--- config.mk ---
export PLATFORM = sky130hd
export DESIGN_NAME = lca_row_cell
export DESIGN_NICKNAME = d
export VERILOG_FILES = /design/src/hdl/lca_pkg.sv /design/src/hdl/lca_row_cell.sv
export SDC_FILE = /design/constraint.sdc
export NUM_CORES = 1
export LEC_CHECK = 0
export CAP_MARGIN = 25
export CORE_MARGIN = 2
export CORE_UTILIZATION = 35
export CTS_BUF_LIST = sky130_fd_sc_hd__clkbuf_16
export DETAILED_ROUTE_END_ITERATION = 6
export DONT_BUFFER_PORTS = 1
export PLACE_DENSITY = 0.52
export SYNTH_ARGS = -nofsm -noshare
export SYNTH_HDL_FRONTEND = slang
export SYNTH_SLANG_ARGS = --single-unit
export TNS_END_PERCENT = 50
--- constraint.sdc ---
create_clock -name clk -period 3 [get_ports clk]
set_input_delay 0.6 -clock clk [delete_from_list [all_inputs] [get_ports clk]]
set_output_delay 0.6 -clock clk [all_outputs]
set_load 0.02 [all_outputs]
--- src/hdl/lca_pkg.sv ---
// Shared types and constants for the life cellular automaton block.
// No dependencies; used by lca_row_cell, life_cellular_automaton_top and the testbench files.
package lca_pkg;

	// default grid edge length
	localparam int GRID_SIZE_DEF = 32;

	// field widths
	localparam int KIND_W = 2;
	localparam int IDX_W  = 10;
	localparam int SEL_W  = 5;
	localparam int RB_W   = 32;
	// linear index width that covers the largest grid (64 x 64)
	localparam int LIN_W  = 13;

	// stream word widths
	localparam int S_DATA_W = 16;
	localparam int S_USER_W = KIND_W;
	localparam int M_DATA_W = RB_W;

	// operation codes carried in tuser
	typedef enum logic [KIND_W-1:0] {
		KIND_CLEAR = 2'd0,
		KIND_MARK  = 2'd1,
		KIND_STEP  = 2'd2,
		KIND_READ  = 2'd3
	} kind_t;

	// control broadcast from the top level to every row cell
	typedef struct packed {
		logic             clear;
		logic             mark;
		logic             step;
		logic [IDX_W-1:0] cell_number;
	} ctrl_t;

endpackage

--- src/hdl/lca_row_cell.sv ---
// One row of the grid: holds its live bits and updates them from its own
// row and the rows handed in by the cells above and below. Uses lca_pkg.
module lca_row_cell #(
	parameter int GRID_SIZE = lca_pkg::GRID_SIZE_DEF,
	parameter int ROW_IDX   = 0
) (
	input  logic                 clk,
	input  logic                 arst_n,
	input  lca_pkg::ctrl_t       ctrl,
	input  logic [GRID_SIZE-1:0] up_row,
	input  logic [GRID_SIZE-1:0] dn_row,
	output logic [GRID_SIZE-1:0] row
);

	localparam int COL_W = $clog2(GRID_SIZE);
	localparam logic [lca_pkg::LIN_W-1:0] BASE  = lca_pkg::LIN_W'(ROW_IDX * GRID_SIZE);
	localparam logic [lca_pkg::LIN_W-1:0] LIMIT =
		lca_pkg::LIN_W'((ROW_IDX + 1) * GRID_SIZE);

	logic [GRID_SIZE-1:0]     row_q;
	logic [GRID_SIZE-1:0]     gen_row;
	logic [GRID_SIZE+1:0]     up_pad, own_pad, dn_pad;
	logic [lca_pkg::LIN_W-1:0] num;
	logic [lca_pkg::LIN_W-1:0] offs;
	logic [COL_W-1:0]         col;
	logic                     hit;

	// zero padding stands for dead cells beyond the edges
	assign up_pad  = {1'b0, up_row, 1'b0};
	assign own_pad = {1'b0, row_q, 1'b0};
	assign dn_pad  = {1'b0, dn_row, 1'b0};

	// B3/S23 per column, one neighbour adder each
	always_comb begin
		logic [3:0] n;
		for (int c = 0; c < GRID_SIZE; c++) begin
			n = 4'(up_pad[c]) + 4'(up_pad[c+1]) + 4'(up_pad[c+2])
			  + 4'(own_pad[c]) + 4'(own_pad[c+2])
			  + 4'(dn_pad[c]) + 4'(dn_pad[c+1]) + 4'(dn_pad[c+2]);
			gen_row[c] = (n == 4'd3) || (row_q[c] && (n == 4'd2));
		end
	end

	// does the marked index fall in this row
	assign num  = lca_pkg::LIN_W'(ctrl.cell_number);
	assign hit  = ctrl.mark && (num >= BASE) && (num < LIMIT);
	assign offs = num - BASE;
	assign col  = offs[COL_W-1:0];

	// row state
	always_ff @(posedge clk or negedge arst_n) begin
		if (!arst_n) begin
			row_q <= '0;
		end else if (ctrl.clear) begin
			row_q <= '0;
		end else if (ctrl.step) begin
			row_q <= gen_row;
		end else if (hit) begin
			row_q <= row_q | (GRID_SIZE'(1) << col);
		end
	end

	assign row = row_q;

endmodule

==> results of run 1 <==
## logic make-up (layout without fill, tap and decap cells)
kind of cell / after synthesis / in the layout
compound gates: 116 / 116
fa+ha+maj: 216 / 216
buf+inv: 232 / 318
flops: 32 / 32
simple gates: 100 / 100
## final timing paths
| check | endpoint | slack [ns] | depth (start not counted) |
|---|---|---|---|
| worst min-delay path | row[6] | 0.01 | 0 |
| max in group asynchronous | row[1] | 2.28 | 1 |
| worst min register to register | row[9] | 0.67 | 3 |
| worst max-delay path | row[25] | -0.29 | 11 |
| worst max register to register | row[3] | 0.03 | 10 |
| min in group clk | row[31] | 0.40 | 1 |
## power groups by stage
stage               clock, µW  sequential [µW]  combinational (µW)
global route              624              758                5750
detailed placement          0              746                4410
floorplan                   0              859                2930
global placement            0              743                4080
finish                    595              738                5010
CTS                       604              742                4680
## synth_stat cells (all sizes together), types with 2 or more instances
cell type  number  area share
nand4b         12       0.016
clkbuf          8      0.0045
dfrtp          32        0.12
nand2          17      0.0095
nor2b           4      0.0037
nand2b          2      0.0019
nand3           7      0.0052
and2           14       0.013
a21o            2      0.0022
o2111ai         9       0.012
or2             2      0.0019
buf             3      0.0032
o21ai           5      0.0037
nor2           18       0.011
a21oi          41       0.031
nor3            2      0.0015
o22ai          14       0.013
or4             2      0.0034
fa            124        0.37
nand3b         16       0.019
a211oi         12       0.013
inv           221        0.12
o32ai          20       0.026
o211ai          9       0.011
ha             92        0.17
## what timing repair did
| action | 4_1_cts | 5_1_grt |
|---|---|---|
| pin swaps | 9 | 14 |
| endpoints found under the setup margin | 30 | 30 |
| endpoints found under the hold margin | 0 | 19 |
| hold buffers | 0 | 2 |
| buffers inserted | 3 | 0 |
| gates resized for setup | 74 | 62 |
## cell type report
class                   count  area, µm²
multi-input cells         432       5360
flip-flops and latches     32        801
inverters                 221        927
well taps                 234        293
fillers                  1846      10500
clock buffers               5        125
repair buffers             89        702
clock inverters             3       38.8
## metrics by stage
step | TNS, ns | cells | hold slack (ns)
6_report | -3.20 | 1016 | 0.0107
5_1_grt | -6.35 | 1016 | 0.00177
4_1_cts | -3.78 | 1014 | 0.00179
3_5_place_dp | -14.27 | 1003 | 0.305
3_3_place_gp | -12.25 | 1003 | 0.305
2_1_floorplan | -8.20 | 696 | 0.304
## per-layer routing
layer | vias up | part of all wire | global-route usage
met5 | - | 0 | 0
met4 | 0 | 0.013 | 0.0302
met3 | 21 | 0.054 | 0.0373
met2 | 113 | 0.52 | 0.351
met1 | 2614 | 0.41 | 0.228
li1 | 2416 | - | -
==> reports/metrics.cfg, run 1 <==
[global_route]
grt_usage=0.188
grt_pass1_vias=5958
grt_max_degree=33
grt_pass1_wl_um=29800
overflow=0
antenna_found_initial=0

[synth]
synthFlopType=dfrtp_1
synth-seq-cells=32
yosys_warnings=0
ys_seq_area_frac=0.119
synth_area_um2=6710
synthArstFlopShare=1.00
ys_types=38
synth_fp_nets=991
synthMuxAreaShare=0
synthXorXnorAreaFrac=0
synth_top_family_by_area=adder cells
syn_inst=696
synth_edf_count=0
syn_avg_cell_area_um2=9.64
synthSimpleGateAreaFrac=0.0907
synth_fa_ha_area_frac=0.542
synth_compound_area_frac=0.117

[clock_network]
numCtsBuffers=5
cts.sinks=32
h-tree-depth=2
path_clk_slew_ns=0.06
cts_buffer_depth=2
clock_latency_ns=0.28
ctsRootBufferMaster=clkbuf_16
cts_tree=built

[die]
io_pins=111
initial_utilization=0.357
core_um2=18800
rows=50
die_h_um=142
design.die.area_um2=20300
fp.dieW_um=142

[power_and_ir_drop]
p_per_area_nw_per_um2=770
seqPwrFrac=0.116
p_clk_frac=0.094
sw_frac_of_total=0.473
total_power_uw=6350
combPwrFrac=0.790
ir_worst_vdd_mv=0.350
p_int_uw=3340
p_switching_uw=3000
power.leakage_uw=0.00405

[worst_setup_path]
worst_ep_arrival_time_ns=3.47
cp_top_family=adder cells
crit_path_start_kind=primary input
crit_path_max_incr_delay_ns=0.56
cp_common_cell=fa_1
critPathMaxFanout=2
critPathCaptureType=flip-flop
path_cells=inv_1 > fa_1 > fa_1 > fa_1 > inv_2 > ha_4 > fa_1 > nand4b_1 > a21oi_2 > a211oi_1 > o32ai_1
crit_slowest_cell=fa_1
crit_required_ns=3.18
critPathBufInv=2
r2r-start=row[2]
cp-startpoint=dn_row[24]
critical_path_class=in -> reg

[cells_and_area]
nets=1076
mostFrequentLayoutCell=inv_1
drive_gt1_frac=0.251
final_cell_mix=inv_1 (194), fa_1 (109), buf_4 (82), ha_1 (71)
syn2layout_area_growth_pct=22.9
n_antenna_cell=0
largest_reg_flops=32
final_core_util=0.439
design_area_um2=8240

[timing]
fin_ws_ns=-0.292
rsz0062_at_grt=true
finalMaxSlewViolations=0
setup_viol=24
post-route-period-util=1.10
period_minus_slack_ns=3.29
worst_slew_pin_slew_ns=0.615
max-slew-margin-rel=0.589
hold_viol=0
finClkSkew_ns=0.00567
max_freq_ghz=0.304

[place]
dpl.hpwl_um=15600
placed_area_um2=7600
dp_slack_ns=-0.617
io_buffers=0
finalWeightedCongestion=0.869

[route]
detail_route.wirelength_um=18500
drt-initial-drc-count=129
drc=0
avgRoutedWirePerCell_um=18.2
vias=5164
avgViaCountPerCell=5.08
firstDrtPassIters=4
drt.antenna.violating_nets=0

[flow_run]
cap_violations=0

[run_status]
violations=setup timing
status=complete, but fails checks

[min_path]
hold_class=in -> async

Note: power is estimated with default switching activity, not from simulation.
==> inputs of run 2 (changes only) <==
==> constraint.sdc (replaced) <==
create_clock -name clk -period 4.2 [get_ports clk]
set_input_delay 0.84 -clock clk [delete_from_list [all_inputs] [get_ports clk]]
set_output_delay 0.84 -clock clk [all_outputs]
set_load 0.02 [all_outputs]
==> reports/metrics.cfg, run 2 (synthesized netlist as in run 1, its figures left out) <==
[cells_and_area]
stdcell_count=929
fill_cells=1888
nets=989
drive_gt1_frac=0.0245
final_cell_mix=inv_1 (223), fa_1 (124), ha_1 (92), a21oi_1 (41), dfrtp_1 (32)
n_antenna_cell=0
largest_reg_flops=32
syn2layout_area_growth_pct=5.90
design_area_um2=7100
mostFrequentLayoutCell=inv_1

[worst_setup_path]
ff2ff_setup_slack_ns=1.06
crit_path_start_kind=primary input
reg2reg_to=row[30]
crit_required_ns=4.33
cp_top_family=adder cells
r2r-start=row[29]
reg2regPathDepth=10
critPathMaxFanout=3
critical_path_class=in -> reg
path_cells=inv_1 > fa_1 > fa_1 > fa_1 > inv_1 > ha_1 > fa_1 > nand4b_1 > a21oi_1 > a211oi_1 > o32ai_1
crit_slowest_cell=fa_1
worst_ep_arrival_time_ns=3.75
critPathBufInv=2
critPathCaptureType=flip-flop
crit_path_max_incr_delay_ns=0.50
cp_common_cell=fa_1

[clock_network]
cts.sinks=32
numCtsBuffers=5
h-tree-depth=2
clock_latency_ns=0.27
path_clk_slew_ns=0.06
ctsRootBufferMaster=clkbuf_16
cts_setup_buffers=0
cts_tree=built
cts-hold-fix-buffers=0
cts_buffer_depth=2
cts_resized=0

[global_route]
met2_usage=0.329
grt_usage=0.178
grt_pass1_vias=5486
top_usage_layer=met2
grtUsageMet1=0.222
grt_pass1_wl_um=28200
antenna_found_initial=0
use_met3=0.0387
overflow=0
grt_max_degree=33

[die]
die_h_um=142
io_pins=111
fp.dieW_um=142
initial_utilization=0.357
rows=50
core_um2=18800
design.die.area_um2=20300

[timing]
rsz0062_at_grt=false
max-slew-margin-rel=0.385
period_minus_slack_ns=3.61
setup_viol=0
hold_viol=0
setup_tns_ns=0
worst_slew_pin_slew_ns=0.918
max_freq_ghz=0.277
post-route-period-util=0.860
finClkSkew_ns=0.00258
finalMaxSlewViolations=0

[run_status]
status=completed

[place]
placed_area_um2=6970
finalWeightedCongestion=0.828
io_buffers=0
dp.cells=921
dpl.hpwl_um=14700

[min_path]
hold_class=in -> async

[route]
vias=4798
firstDrtPassIters=4
drt-initial-drc-count=163
detail_route.wirelength_um=17200
avgRoutedWirePerCell_um=18.5
drt.antenna.violating_nets=0
drc=0
avgViaCountPerCell=5.16

[flow_run]
cap_violations=0

[power_and_ir_drop]
power.leakage_uw=0.00363
p_per_area_nw_per_um2=520
ir_worst_vdd_mv=0.202

==> run 2: changes by cell type in the layout (fill, tap and decap cells not counted), moves of 12 or more <==
cell / previous run / this run
ha_1: 71 / 92
ha_2: 12 / 0
fa_1: 109 / 124
inv_1: 194 / 223
inv_2: 16 / 0
buf_4: 82 / 2
fa_2: 15 / 0
==> run 2: worst register-to-register path: stages, from the launching register on <==
cell      delay (ns)
dfrtp_1         0.52
inv_1           0.15
fa_1            0.50
fa_1            0.50
inv_1           0.04
ha_1            0.21
fa_1            0.53
nand4b_1        0.12
a21oi_1         0.15
a211oi_1        0.07
o32ai_1         0.25
==> run 2: power by group <==
part | internal [µW] | switching [µW] | total (µW)
clock network | 213 | 135 | 348
logic | 1210 | 1470 | 2680
registers | 406 | 262 | 668
total | 1830 | 1870 | 3690
==> run 2: cell type report <==
cell class | count | area [µm²] | share of cell area
Multi-Input combinational cell | 432 | 5030 | 0.708
Timing Repair Buffer | 2 | 15.0 | 0.00211
Tap cell | 234 | 293 | 0.0412
Clock inverter | 3 | 11.3 | 0.00159
Clock buffer | 5 | 125 | 0.0176
Inverter | 221 | 830 | 0.117
Sequential cell | 32 | 801 | 0.113
==> run 2: worst max-delay path by stage <==
stage	startpoint	end	slack, ns	depth (start not counted)
floorplan	up_row[21]	row[22]	0.58	11
global placement	dn_row[21]	row[22]	0.41	11
detailed placement	dn_row[21]	row[22]	0.28	11
CTS	dn_row[21]	row[22]	0.57	11
global route	dn_row[21]	row[22]	0.46	11
finish	dn_row[21]	row[22]	0.59	11
==> run 2: metrics by stage <==
stage	total power, µW	utilization	hold slack (ns)	setup WS (ns)
5_1_grt	4240	0.378	0.235	0.461
2_1_floorplan	2700	-	0.544	0.575
4_1_cts	3750	0.378	0.249	0.569
3_3_place_gp	3150	0.371	0.547	0.405
6_report	3690	0.378	0.256	0.589
3_5_place_dp	3360	0.371	0.546	0.282
==> run 2: per-layer routing <==
| metal | vias up | part of all wire |
|---|---|---|
| met1 | 2449 | 0.43 |
| met5 | - | 0 |
| met4 | 0 | 0.0066 |
| li1 | 2233 | - |
| met3 | 10 | 0.052 |
| met2 | 106 | 0.52 |
==> inputs of run 3 (changes only) <==
--- a/config.mk
+++ b/config.mk
@@ -12,6 +12,7 @@
 export DETAILED_ROUTE_END_ITERATION = 6
 export DONT_BUFFER_PORTS = 1
 export PLACE_DENSITY = 0.52
+export SLEW_MARGIN = 20
 export SYNTH_ARGS = -nofsm -noshare
 export SYNTH_HDL_FRONTEND = slang
 export SYNTH_SLANG_ARGS = --single-unit
==> constraint.sdc (replaced) <==
create_clock -name clk -period 3.85 [get_ports clk]
set_input_delay 0.77 -clock clk [delete_from_list [all_inputs] [get_ports clk]]
set_output_delay 0.77 -clock clk [all_outputs]
set_load 0.02 [all_outputs]
==> reports/metrics.cfg, run 3 (synthesized netlist as in run 1, its figures left out) <==
[die]
die_h_um=142
fp.dieW_um=142
core_um2=18800
rows=50
initial_utilization=0.357
io_pins=111
design.die.area_um2=20300

[clock_network]
cts.sinks=32
path_clk_slew_ns=0.06
cts_buffer_depth=2
h-tree-depth=2
clock_latency_ns=0.28
cts_tree=built
cts_resized=0
cts_setup_buffers=0
ctsRootBufferMaster=clkbuf_16
cts-hold-fix-buffers=0
numCtsBuffers=5

[global_route]
grt_pass1_vias=5518
antenna_found_initial=0
grt_pass1_wl_um=28200
overflow=0
grt_max_degree=33
grt_usage=0.178

[timing]
period_minus_slack_ns=3.54
setup_tns_ns=0
rsz0062_at_grt=false
worst_slew_pin_slew_ns=0.955
max_freq_ghz=0.283
finalMaxSlewViolations=0
post-route-period-util=0.919
finClkSkew_ns=0.00805
setup_viol=0
hold_viol=0
max-slew-margin-rel=0.361

[flow_run]
cap_violations=0

[place]
finalWeightedCongestion=0.787
io_buffers=0
dpl.hpwl_um=14600

[worst_setup_path]
ff2ff_setup_slack_ns=0.75
cp-startpoint=dn_row[17]
critPathMaxFanout=3
reg2reg_to=row[18]
crit_required_ns=4.01
critPathCaptureType=flip-flop
crit_path_start_kind=primary input
critical_path_class=in -> reg
worst_ep_arrival_time_ns=3.70
r2r-start=row[17]
reg2regPathDepth=10

[min_path]
hold_class=in -> async

[power_and_ir_drop]
ir_worst_vdd_mv=0.238
p_per_area_nw_per_um2=566
total_power_uw=4020
power.leakage_uw=0.00363

[route]
avgViaCountPerCell=5.12
drt-initial-drc-count=134
vias=4757
detail_route.wirelength_um=17100
avgRoutedWirePerCell_um=18.4
firstDrtPassIters=4
drc=0
drt.antenna.violating_nets=0

[cells_and_area]
fill_cells=1881
mostFrequentLayoutCell=inv_1
largest_reg_flops=32
nets=990
final_cell_mix=inv_1 (222), fa_1 (124), ha_1 (92), a21oi_1 (41), dfrtp_1 (32)
drive_gt1_frac=0.0273
syn2layout_area_growth_pct=5.97
n_antenna_cell=0

[run_status]
status=completed

## run 3: cell types whose count changed in the layout (fill, tap and decap cells not counted), sizes merged
cell / delta
buf: +1
inv: -1
## run 3: worst max-delay path by stage
stage | endpoint | cells past startpoint
3_3_place_gp | row[5] | 11
6_report | row[18] | 11
4_1_cts | row[18] | 11
3_5_place_dp | row[18] | 11
5_1_grt | row[27] | 11
2_1_floorplan | row[22] | 11
## run 3: worst max-delay path: stages
cell and delay [ns]:
inv_1 0.14, fa_1 0.46, fa_1 0.46, fa_1 0.50
inv_1 0.04, ha_1 0.20, fa_1 0.52, nand4b_1 0.11
a21oi_1 0.14, a211oi_1 0.07, o32ai_1 0.28
## run 3: final cells by class
cell class	instances	area, µm²	area share
multi-input cells	432	5030	0.707
inverters	221	830	0.117
flip-flops and latches	32	801	0.113
well taps	234	293	0.0412
clock buffers	5	125	0.0176
repair buffers	3	22.5	0.00317
clock inverters	2	8.76	0.00123
## run 3: layer usage
metal  wire (µm)  global-route usage  vias to the layer above
met1        7110               0.216                     2412
met2        8760               0.330                      104
met5           0                   0                        -
met4         179              0.0261                        0
li1            -                   -                     2229
met3        1020              0.0394                       12
## run 3: power breakdown
part / switching [µW] / leakage, µW / internal [µW]
clock: 159 / 0.0000709 / 233
sequential: 281 / 0.000435 / 443
combinational: 1590 / 0.00313 / 1320
## run 3: stage by stage
| step | instance area, µm² | worst slack, ns | cells | hold slack [ns] | utilization |
|---|---|---|---|---|---|
| floorplan | 6710 | 0.295 | 696 | 0.474 | - |
| global placement | 6970 | 0.163 | 922 | 0.477 | 0.372 |
| detailed placement | 6970 | 0.0265 | 922 | 0.476 | 0.372 |
| CTS | 7110 | 0.312 | 929 | 0.168 | 0.379 |
| global route | 7110 | 0.159 | 929 | 0.164 | 0.379 |
| finish | 7110 | 0.312 | 929 | 0.175 | 0.379 |
